<file path="src/hdl/lkvc_pkg.sv">
// Shared types and constants for the LRU key/value cache.
// No dependencies.
`timescale 1ns / 1ps

package lkvc_pkg;

  localparam int unsigned DATA_W = 32;
  localparam int unsigned CAP_W  = 5;

  typedef enum logic {
    OP_GET = 1'b0,
    OP_PUT = 1'b1
  } op_e;

  typedef logic signed [DATA_W-1:0] word_t;
  typedef logic [CAP_W-1:0]         cap_t;

  localparam cap_t  CAP_RESET  = cap_t'(16);
  localparam word_t MISS_VALUE = word_t'(-1);
  localparam word_t PUT_VALUE  = word_t'(0);

endpackage

</file>
<file path="src/hdl/lkvc_if.sv">
// Valid/ready channel interfaces: request, response and configuration.
// Depends on lkvc_pkg.
`timescale 1ns / 1ps

interface lkvc_req_if import lkvc_pkg::*; ();
  logic  valid;
  logic  ready;
  op_e   operation;
  word_t lookup_key;
  word_t store_value;

  modport source (output valid, operation, lookup_key, store_value, input ready);
  modport sink   (input valid, operation, lookup_key, store_value, output ready);
endinterface

interface lkvc_rsp_if import lkvc_pkg::*; ();
  logic  valid;
  logic  ready;
  logic  found;
  word_t read_value;

  modport source (output valid, found, read_value, input ready);
  modport sink   (input valid, found, read_value, output ready);
endinterface

interface lkvc_cfg_if import lkvc_pkg::*; ();
  logic valid;
  logic ready;
  cap_t capacity_in_use;

  modport source (output valid, capacity_in_use, input ready);
  modport sink   (input valid, capacity_in_use, output ready);
endinterface

</file>
<file path="src/hdl/lru_key_value_cache.sv">
// LRU key/value cache top level: fully associative register store.
// Depends on lkvc_pkg and the channel interfaces in lkvc_if.sv.
`timescale 1ns / 1ps
//
// Usage:
//   req_i carries one word per operation: operation (get/put), lookup_key,
//   store_value. rsp_o returns one word per request, in order: found and
//   read_value (stored value or -1 for a get, 0 for a put).
//   cfg_i writes capacity_in_use (0 acts as 1, above DEPTH as DEPTH). It is
//   always ready and unguarded; write it only while no request is in flight.
// Timing:
//   A request is registered on acceptance; from the input register the cache
//   compares all keys, updates all age ranks in parallel and loads the response
//   register. Throughput is 1 word per cycle while rsp_o is not stalled; the
//   combinational key compare and rank update set that rate.
// Reset:
//   Valid marks, the entry count and the valid bits of both pipeline
//   registers clear; the capacity returns to 16. No clearing pass is needed.
// Backpressure:
//   While rsp_o is stalled the held response keeps its value and one more
//   request may wait in the input register; req_i.ready then drops.

module lru_key_value_cache import lkvc_pkg::*; #(
  parameter int unsigned DEPTH = 16
) (
  input  logic          clk_i,
  input  logic          rst_ni,
  lkvc_cfg_if.sink      cfg_i,
  lkvc_req_if.sink      req_i,
  lkvc_rsp_if.source    rsp_o
);

  localparam int unsigned RANK_W = (DEPTH > 1) ? $clog2(DEPTH) : 1;
  localparam int unsigned CNT_W  = $clog2(DEPTH + 1);
  localparam int unsigned CMP_W  = (CNT_W > CAP_W) ? CNT_W : CAP_W;

  cap_t              cap_q;
  logic              in_vld_q;
  op_e               in_op_q;
  word_t             in_key_q;
  word_t             in_val_q;
  logic              out_vld_q, out_vld_d;
  logic              out_found_q;
  word_t             out_data_q;

  word_t             key_q [DEPTH];
  word_t             val_q [DEPTH];
  logic [RANK_W-1:0] rank_q [DEPTH];
  logic [RANK_W-1:0] rank_d [DEPTH];
  logic [DEPTH-1:0]  valid_q, valid_d;
  logic [CNT_W-1:0]  count_q, count_d;

  logic              advance, do_op, upd, is_put, hit, full, wr_key;
  logic [DEPTH-1:0]  hit_vec, evict_vec, free_vec, tgt_vec;
  word_t             hit_val;
  logic [RANK_W-1:0] hit_rank;
  logic [CNT_W-1:0]  promote_rank;
  cap_t              cap_z;

  assign cfg_i.ready = 1'b1;
  assign advance     = !out_vld_q || rsp_o.ready;
  assign req_i.ready = !in_vld_q || advance;
  assign do_op       = in_vld_q && advance;
  assign is_put      = (in_op_q == OP_PUT);

  // parallel key compare; valid keys are unique so the hit is one-hot
  always_comb begin
    hit_val  = '0;
    hit_rank = '0;
    for (int i = 0; i < DEPTH; i++) begin
      hit_vec[i]   = valid_q[i] && (key_q[i] == in_key_q);
      evict_vec[i] = valid_q[i] && (CNT_W'(rank_q[i]) == (count_q - CNT_W'(1)));
      hit_val      = hit_val | (val_q[i] & {DATA_W{hit_vec[i]}});
      hit_rank     = hit_rank | (rank_q[i] & {RANK_W{hit_vec[i]}});
    end
  end

  assign hit      = |hit_vec;
  assign free_vec = ~valid_q & (valid_q + DEPTH'(1));
  assign cap_z    = (cap_q == '0) ? cap_t'(1) : cap_q;
  assign full     = (CMP_W'(count_q) >= CMP_W'(cap_z)) || (count_q == CNT_W'(DEPTH));

  always_comb begin
    upd          = do_op && (hit || is_put);
    wr_key       = 1'b0;
    tgt_vec      = hit_vec;
    promote_rank = CNT_W'(hit_rank);
    count_d      = count_q;
    if (!hit) begin
      wr_key = 1'b1;
      if (full && (count_q != '0)) begin
        tgt_vec      = evict_vec;
        promote_rank = count_q - CNT_W'(1);
      end else begin
        tgt_vec      = free_vec;
        promote_rank = count_q;
        if (upd) begin
          count_d = count_q + CNT_W'(1);
        end
      end
    end
    valid_d = valid_q;
    for (int i = 0; i < DEPTH; i++) begin
      rank_d[i] = rank_q[i];
      if (upd) begin
        if (tgt_vec[i]) begin
          rank_d[i]  = '0;
          valid_d[i] = 1'b1;
        end else if (valid_q[i] && (CNT_W'(rank_q[i]) < promote_rank)) begin
          rank_d[i] = rank_q[i] + RANK_W'(1);
        end
      end
    end
  end

  assign out_vld_d = advance ? in_vld_q : out_vld_q;

  always_ff @(posedge clk_i or negedge rst_ni) begin
    if (!rst_ni) begin
      cap_q     <= CAP_RESET;
      in_vld_q  <= 1'b0;
      out_vld_q <= 1'b0;
      valid_q   <= '0;
      count_q   <= '0;
    end else begin
      if (cfg_i.valid && cfg_i.ready) begin
        cap_q <= cfg_i.capacity_in_use;
      end
      if (req_i.ready) begin
        in_vld_q <= req_i.valid;
      end
      out_vld_q <= out_vld_d;
      valid_q   <= valid_d;
      count_q   <= count_d;
    end
  end

  always_ff @(posedge clk_i) begin
    if (req_i.valid && req_i.ready) begin
      in_op_q  <= req_i.operation;
      in_key_q <= req_i.lookup_key;
      in_val_q <= req_i.store_value;
    end
    if (do_op) begin
      out_found_q <= hit;
      if (is_put) begin
        out_data_q <= PUT_VALUE;
      end else if (hit) begin
        out_data_q <= hit_val;
      end else begin
        out_data_q <= MISS_VALUE;
      end
    end
    for (int i = 0; i < DEPTH; i++) begin
      rank_q[i] <= rank_d[i];
      if (upd && tgt_vec[i]) begin
        if (is_put) begin
          val_q[i] <= in_val_q;
        end
        if (wr_key) begin
          key_q[i] <= in_key_q;
        end
      end
    end
  end

  assign rsp_o.valid      = out_vld_q;
  assign rsp_o.found      = out_found_q;
  assign rsp_o.read_value = out_data_q;

endmodule

</file>
<file path="src/flat_wrapper.sv">
// flat-port wrapper written by rule: the top's interface ports become plain ports
module lru_key_value_cache_flat import lkvc_pkg::*;
#(
  parameter int unsigned DEPTH = 16
)
  (clk_i, rst_ni, cfg_i_valid, cfg_i_capacity_in_use, cfg_i_ready, req_i_valid, req_i_operation, req_i_lookup_key, req_i_store_value, req_i_ready, rsp_o_valid, rsp_o_found, rsp_o_read_value, rsp_o_ready);
  lkvc_cfg_if cfg_i_i ();
  lkvc_req_if req_i_i ();
  lkvc_rsp_if rsp_o_i ();
  input  logic clk_i;
  input  logic rst_ni;
  input wire logic [$bits(cfg_i_i.valid)-1:0] cfg_i_valid;
  input wire logic [$bits(cfg_i_i.capacity_in_use)-1:0] cfg_i_capacity_in_use;
  output wire logic [$bits(cfg_i_i.ready)-1:0] cfg_i_ready;
  input wire logic [$bits(req_i_i.valid)-1:0] req_i_valid;
  input wire logic [$bits(req_i_i.operation)-1:0] req_i_operation;
  input wire logic [$bits(req_i_i.lookup_key)-1:0] req_i_lookup_key;
  input wire logic [$bits(req_i_i.store_value)-1:0] req_i_store_value;
  output wire logic [$bits(req_i_i.ready)-1:0] req_i_ready;
  output wire logic [$bits(rsp_o_i.valid)-1:0] rsp_o_valid;
  output wire logic [$bits(rsp_o_i.found)-1:0] rsp_o_found;
  output wire logic [$bits(rsp_o_i.read_value)-1:0] rsp_o_read_value;
  input wire logic [$bits(rsp_o_i.ready)-1:0] rsp_o_ready;
  assign cfg_i_i.valid = cfg_i_valid;
  assign cfg_i_i.capacity_in_use = cfg_i_capacity_in_use;
  assign cfg_i_ready = cfg_i_i.ready;
  assign req_i_i.valid = req_i_valid;
  assign req_i_i.operation = req_i_operation;
  assign req_i_i.lookup_key = req_i_lookup_key;
  assign req_i_i.store_value = req_i_store_value;
  assign req_i_ready = req_i_i.ready;
  assign rsp_o_valid = rsp_o_i.valid;
  assign rsp_o_found = rsp_o_i.found;
  assign rsp_o_read_value = rsp_o_i.read_value;
  assign rsp_o_i.ready = rsp_o_ready;
  lru_key_value_cache #(.DEPTH(DEPTH)) u_core (.clk_i(clk_i), .rst_ni(rst_ni), .cfg_i(cfg_i_i), .req_i(req_i_i), .rsp_o(rsp_o_i));
endmodule
</file>
<file path="config.mk">
export PLATFORM = sky130hd
export DESIGN_NAME = lru_key_value_cache_flat
export DESIGN_NICKNAME = d
export VERILOG_FILES = /design/src/hdl/lkvc_pkg.sv /design/src/hdl/lkvc_if.sv /design/src/hdl/lru_key_value_cache.sv /design/src/flat_wrapper.sv
export SDC_FILE = /design/constraint.sdc
export NUM_CORES = 2
export LEC_CHECK = 0
export ABC_AREA = 1
export BUFFER_PORTS_ARGS = -buffer_cell sky130_fd_sc_hd__buf_2
export CORE_MARGIN = 3
export CORE_UTILIZATION = 40
export DETAILED_ROUTE_END_ITERATION = 10
export PLACE_DENSITY = 0.61
export SLEW_MARGIN = 20
export SYNTH_ARGS = -nofsm -noshare
export SYNTH_HDL_FRONTEND = slang
export SYNTH_SLANG_ARGS = --single-unit
</file>
<file path="constraint.sdc">
create_clock -name clk_i -period 4.1 [get_ports clk_i]
set_input_delay 0 -clock clk_i [delete_from_list [all_inputs] [get_ports clk_i]]
set_output_delay 0 -clock clk_i [all_outputs]
set_load 0.005 [all_outputs]
</file>
==> results.json <==
{
  "drt-total-wl_mm": 221,
  "pre_cts_ws_ns": -0.0162,
  "start_kind": "register",
  "grt_pass1_wl_mm": 312,
  "avgViaCountPerCell": 5.59,
  "fin_skew_ns": 0.0325,
  "period_minus_slack_ns": 3.98,
  "ys_types": 64,
  "place.gp.congestion": 1.03,
  "power_density_nw_per_um2": 504,
  "grt_overflow_total": 0,
  "portBuffers": 109,
  "synth_top_area_share_pct": 61.3,
  "final_antenna_net_count": 0,
  "ys_seq_area_share_pct": 62.5,
  "timing.final.crit_share_pct": 97.1,
  "track_usage_pct": 28.7,
  "max_slew_margin_pct": 30.2,
  "synth_cells": 5758,
  "rsz0062_at_grt": "false",
  "synth_nets": 5889,
  "area_growth_pct": 20.8,
  "r2r-end": "u_core.val_q[2][45]",
  "clock_sinks": 1214,
  "synth_edf_count": 1186,
  "status": "finished, final reports clean",
  "ys_async_sr_fraction_pct": 2.31,
  "root_buffer": "clkbuf_16",
  "dp_cells": 7914,
  "stdcell_area_um2": 70200,
  "clock_latency_ns": 0.80,
  "crit_type": "reg2reg",
  "timing.setup.tns_ns": 0,
  "final_nets": 6454,
  "stdcell_count": 8342,
  "crit_start": "u_core.in_key_q[31]",
  "first_pass_iters": 6,
  "hold_depth": 2,
  "yosysTopAreaCell": "edfxtp_1",
  "synth.avg_cell_area_um2": 10.1,
  "fp.coreArea_um2": 144000,
  "total_power_mw": 35.4,
  "ys.flop_type": "edfxtp_1",
  "die_area_um2": 150000,
  "multi_input_area_um2": 18700,
  "arrival_ns": 4.48,
  "setup_slack_ns": 0.117,
  "whs_endpoint": "u_core.in_key_q[19]",
  "synth_area_um2": 58100,
  "grt_pass1_vias": 44400,
  "post-route-util_pct": 48.8,
  "fin_hold_ws_ns": 0.0638,
  "cts_tree": "yes",
  "final.fill_count": 13100,
  "placed_area_um2": 63900,
  "regArea_um2": 36300,
  "ys_top_cells_by_area": "edfxtp_1 61%, nand2_1 11%, nor2_1 4.0%",
  "rows": 139,
  "ys_warn_count": 0,
  "worstPathRequired_ns": 4.59,
  "cp_max_fo": 10,
  "r2r_slack_ns": 0.12,
  "tightestPinTransition_ns": 1.05,
  "vias": 46600,
  "wl_per_cell_um": 26.5,
  "cts.clk_slew.worst_paths_ns": 0.06,
  "fmax_mhz": 251,
  "hpwl_mm": 144,
  "drtIter0Drc": 6490,
  "drive_gt1_share_pct": 12.8,
  "die_w_um": 387,
  "p_leak_nw": 28.6,
  "ios": 111,
  "rr_startpoint": "u_core.in_key_q[31]",
  "synth-seq-cells": 1214,
  "worstSetupEndpointType": "register",
  "htree_levels": 4,
  "start_util_pct": 40.3,
  "hold_viol": 0,
  "max-vdd-ir-drop_uv": 400,
  "maxCapViolations": 0,
  "fp.dieH_um": 387,
  "grt_max_degree": 36,
  "maxSlewViolCount": 0,
  "setup_viol": 0,
  "rr_worst_depth": 23,
  "numCtsBuffers": 139,
  "clockBufferDepth": 3,
  "drc": 0,
  "antenna_found_initial": 11,
  "hold_path_class": "in2reg",
  "hold_start": "req_i_lookup_key[19]"
}
[power by group]
| group | switching, mW | total, mW | internal [mW] |
|---|---|---|---|
| registers | 0.691 | 15.1 | 14.5 |
| logic | 5.22 | 8.11 | 2.89 |
| clock network | 5.31 | 12.1 | 6.81 |
| total | 11.2 | 35.4 | 24.2 |
[Yosys cell counts, types with 5 or more instances]
master,instances
buf_4,40
a32o_1,101
nor4_1,64
or2_1,20
a221oi_1,6
a211oi_2,14
a41oi_1,10
clkbuf_1,87
nand2_1,1759
o2111a_1,6
inv_1,561
a31oi_1,24
nor2_1,612
buf_6,25
a21oi_1,46
xnor2_1,139
o21ai_0,75
edfxtp_1,1186
xor2_1,58
and2_1,8
a22oi_1,5
nand2_2,8
dfrtp_1,27
o211ai_1,5
o22ai_1,14
nor3_1,17
nor2_4,11
a22o_1,10
nand4_1,123
and3_1,9
or2_2,11
nor2_2,13
nand3b_1,22
ha_1,56
buf_1,9
buf_2,48
o21ai_1,19
inv_2,29
nand3_1,432
a2111oi_0,5
[cell type report]
cell class,instances,share of cell area [%]
multi-input combinational,3740,26.7
clock inverter,70,0.987
inverter,595,3.24
clock buffer,182,5.30
tap,1903,3.39
timing repair buffer,633,8.69
antenna,5,0.0178
sequential,1214,51.7
[worst max-delay path, cell delays in order (launching register included)]
cell and delay, ns:
edfxtp_1 0.48, inv_2 0.40, buf_4 0.31, nand2_1 0.07
nand2_1 0.08, nor2_1 0.05, nand2_1 0.06, nor2_1 0.03
nand2_1 0.10, nor2_4 0.07, nand2_2 0.13, nand4_2 0.14
nor2_4 0.22, nand2_4 0.09, buf_4 0.21, nor2_8 0.16
nand3_1 0.09, o21ai_1 0.14, inv_2 0.06, nand2_2 0.11
nand2_1 0.15, nor2_4 0.16, buf_12 0.15, clkbuf_16 0.21
[cells by family (layout without fill, tap and decap cells)]
kind of cell	Yosys count	in the layout	share of synthesized area [%]
buffers and inverters	804	1480	5.90
and+or+nand+nor	3127	3127	22.8
xor gates and xnor gates	197	197	2.97
DFF	1214	1214	62.5
AOI/OAI and AO/OA	359	359	4.66
other	1	6	0.00645
adders and majority gates	56	56	1.21
[metal layers]
layer / vias up / routed length, µm / global-route usage (%)
met1: 22700 / 92200 / 40.6
met3: 449 / 22800 / 5.35
met4: 10 / 9430 / 11.8
met5: - / 83 / 0
li1: 20700 / - / -
met2: 2730 / 96500 / 43.4
[cell usage in the layout (no fill, tap or decap), drive strengths merged, types with 6 or more instances in the layout]
master and count:
a211oi 18, a21oi 46, a221oi 6, a22o 10, a22oi 6, a31oi 24, a32o 101, a41oi 10
and2 8, and3 9, buf 475, clkbuf 185, clkinv 55, dfrtp 27, dlygate4sd3 155, edfxtp 1186
ha 56, inv 601, nand2 1771, nand3 434, nand3b 24, nand4 125, nor2 637, nor3 18
nor4 64, o2111a 6, o21ai 94, o22ai 14, or2 33, xnor2 139, xor2 58
[worst max path at each step]
| stage | cells past startpoint | slack [ns] | end |
|---|---|---|---|
| 6_report | 23 | 0.12 | u_core.val_q[2][45] |
| 2_1_floorplan | 18 | -0.19 | u_core.key_q[0][32] |
| 5_1_grt | 24 | 0.009 | u_core.val_q[2][32] |
| 4_1_cts | 21 | 0.005 | u_core.val_q[2][56] |
| 3_3_place_gp | 20 | -0.03 | u_core.val_q[2][59] |
| 3_5_place_dp | 20 | -0.02 | u_core.val_q[2][59] |
[state kept, by name, summed over array words and instances, names as in the netlist]
name                     cells
u_core.in_op_q               1
u_core.cap_q                 5
u_core.rsp_o.valid           1
u_core.count_q               5
u_core.in_key_q             32
u_core.rsp_o.found           1
u_core.valid_q              16
u_core.in_vld_q              1
u_core.val_q               512
u_core.in_val_q             32
u_core.rsp_o.read_value     32
u_core.key_q               512
u_core.rank_q               64
[what timing repair did]
action                     in CTS  in global routing
hold endpoints to repair      100                  0
setup endpoints to repair      19                469
cloned                          0                  3
buffers inserted                0                 12
hold buffers                  156                  0
pin swaps                       0                  4
resized for setup               1                 33
Power figures use the tool's default switching activity.
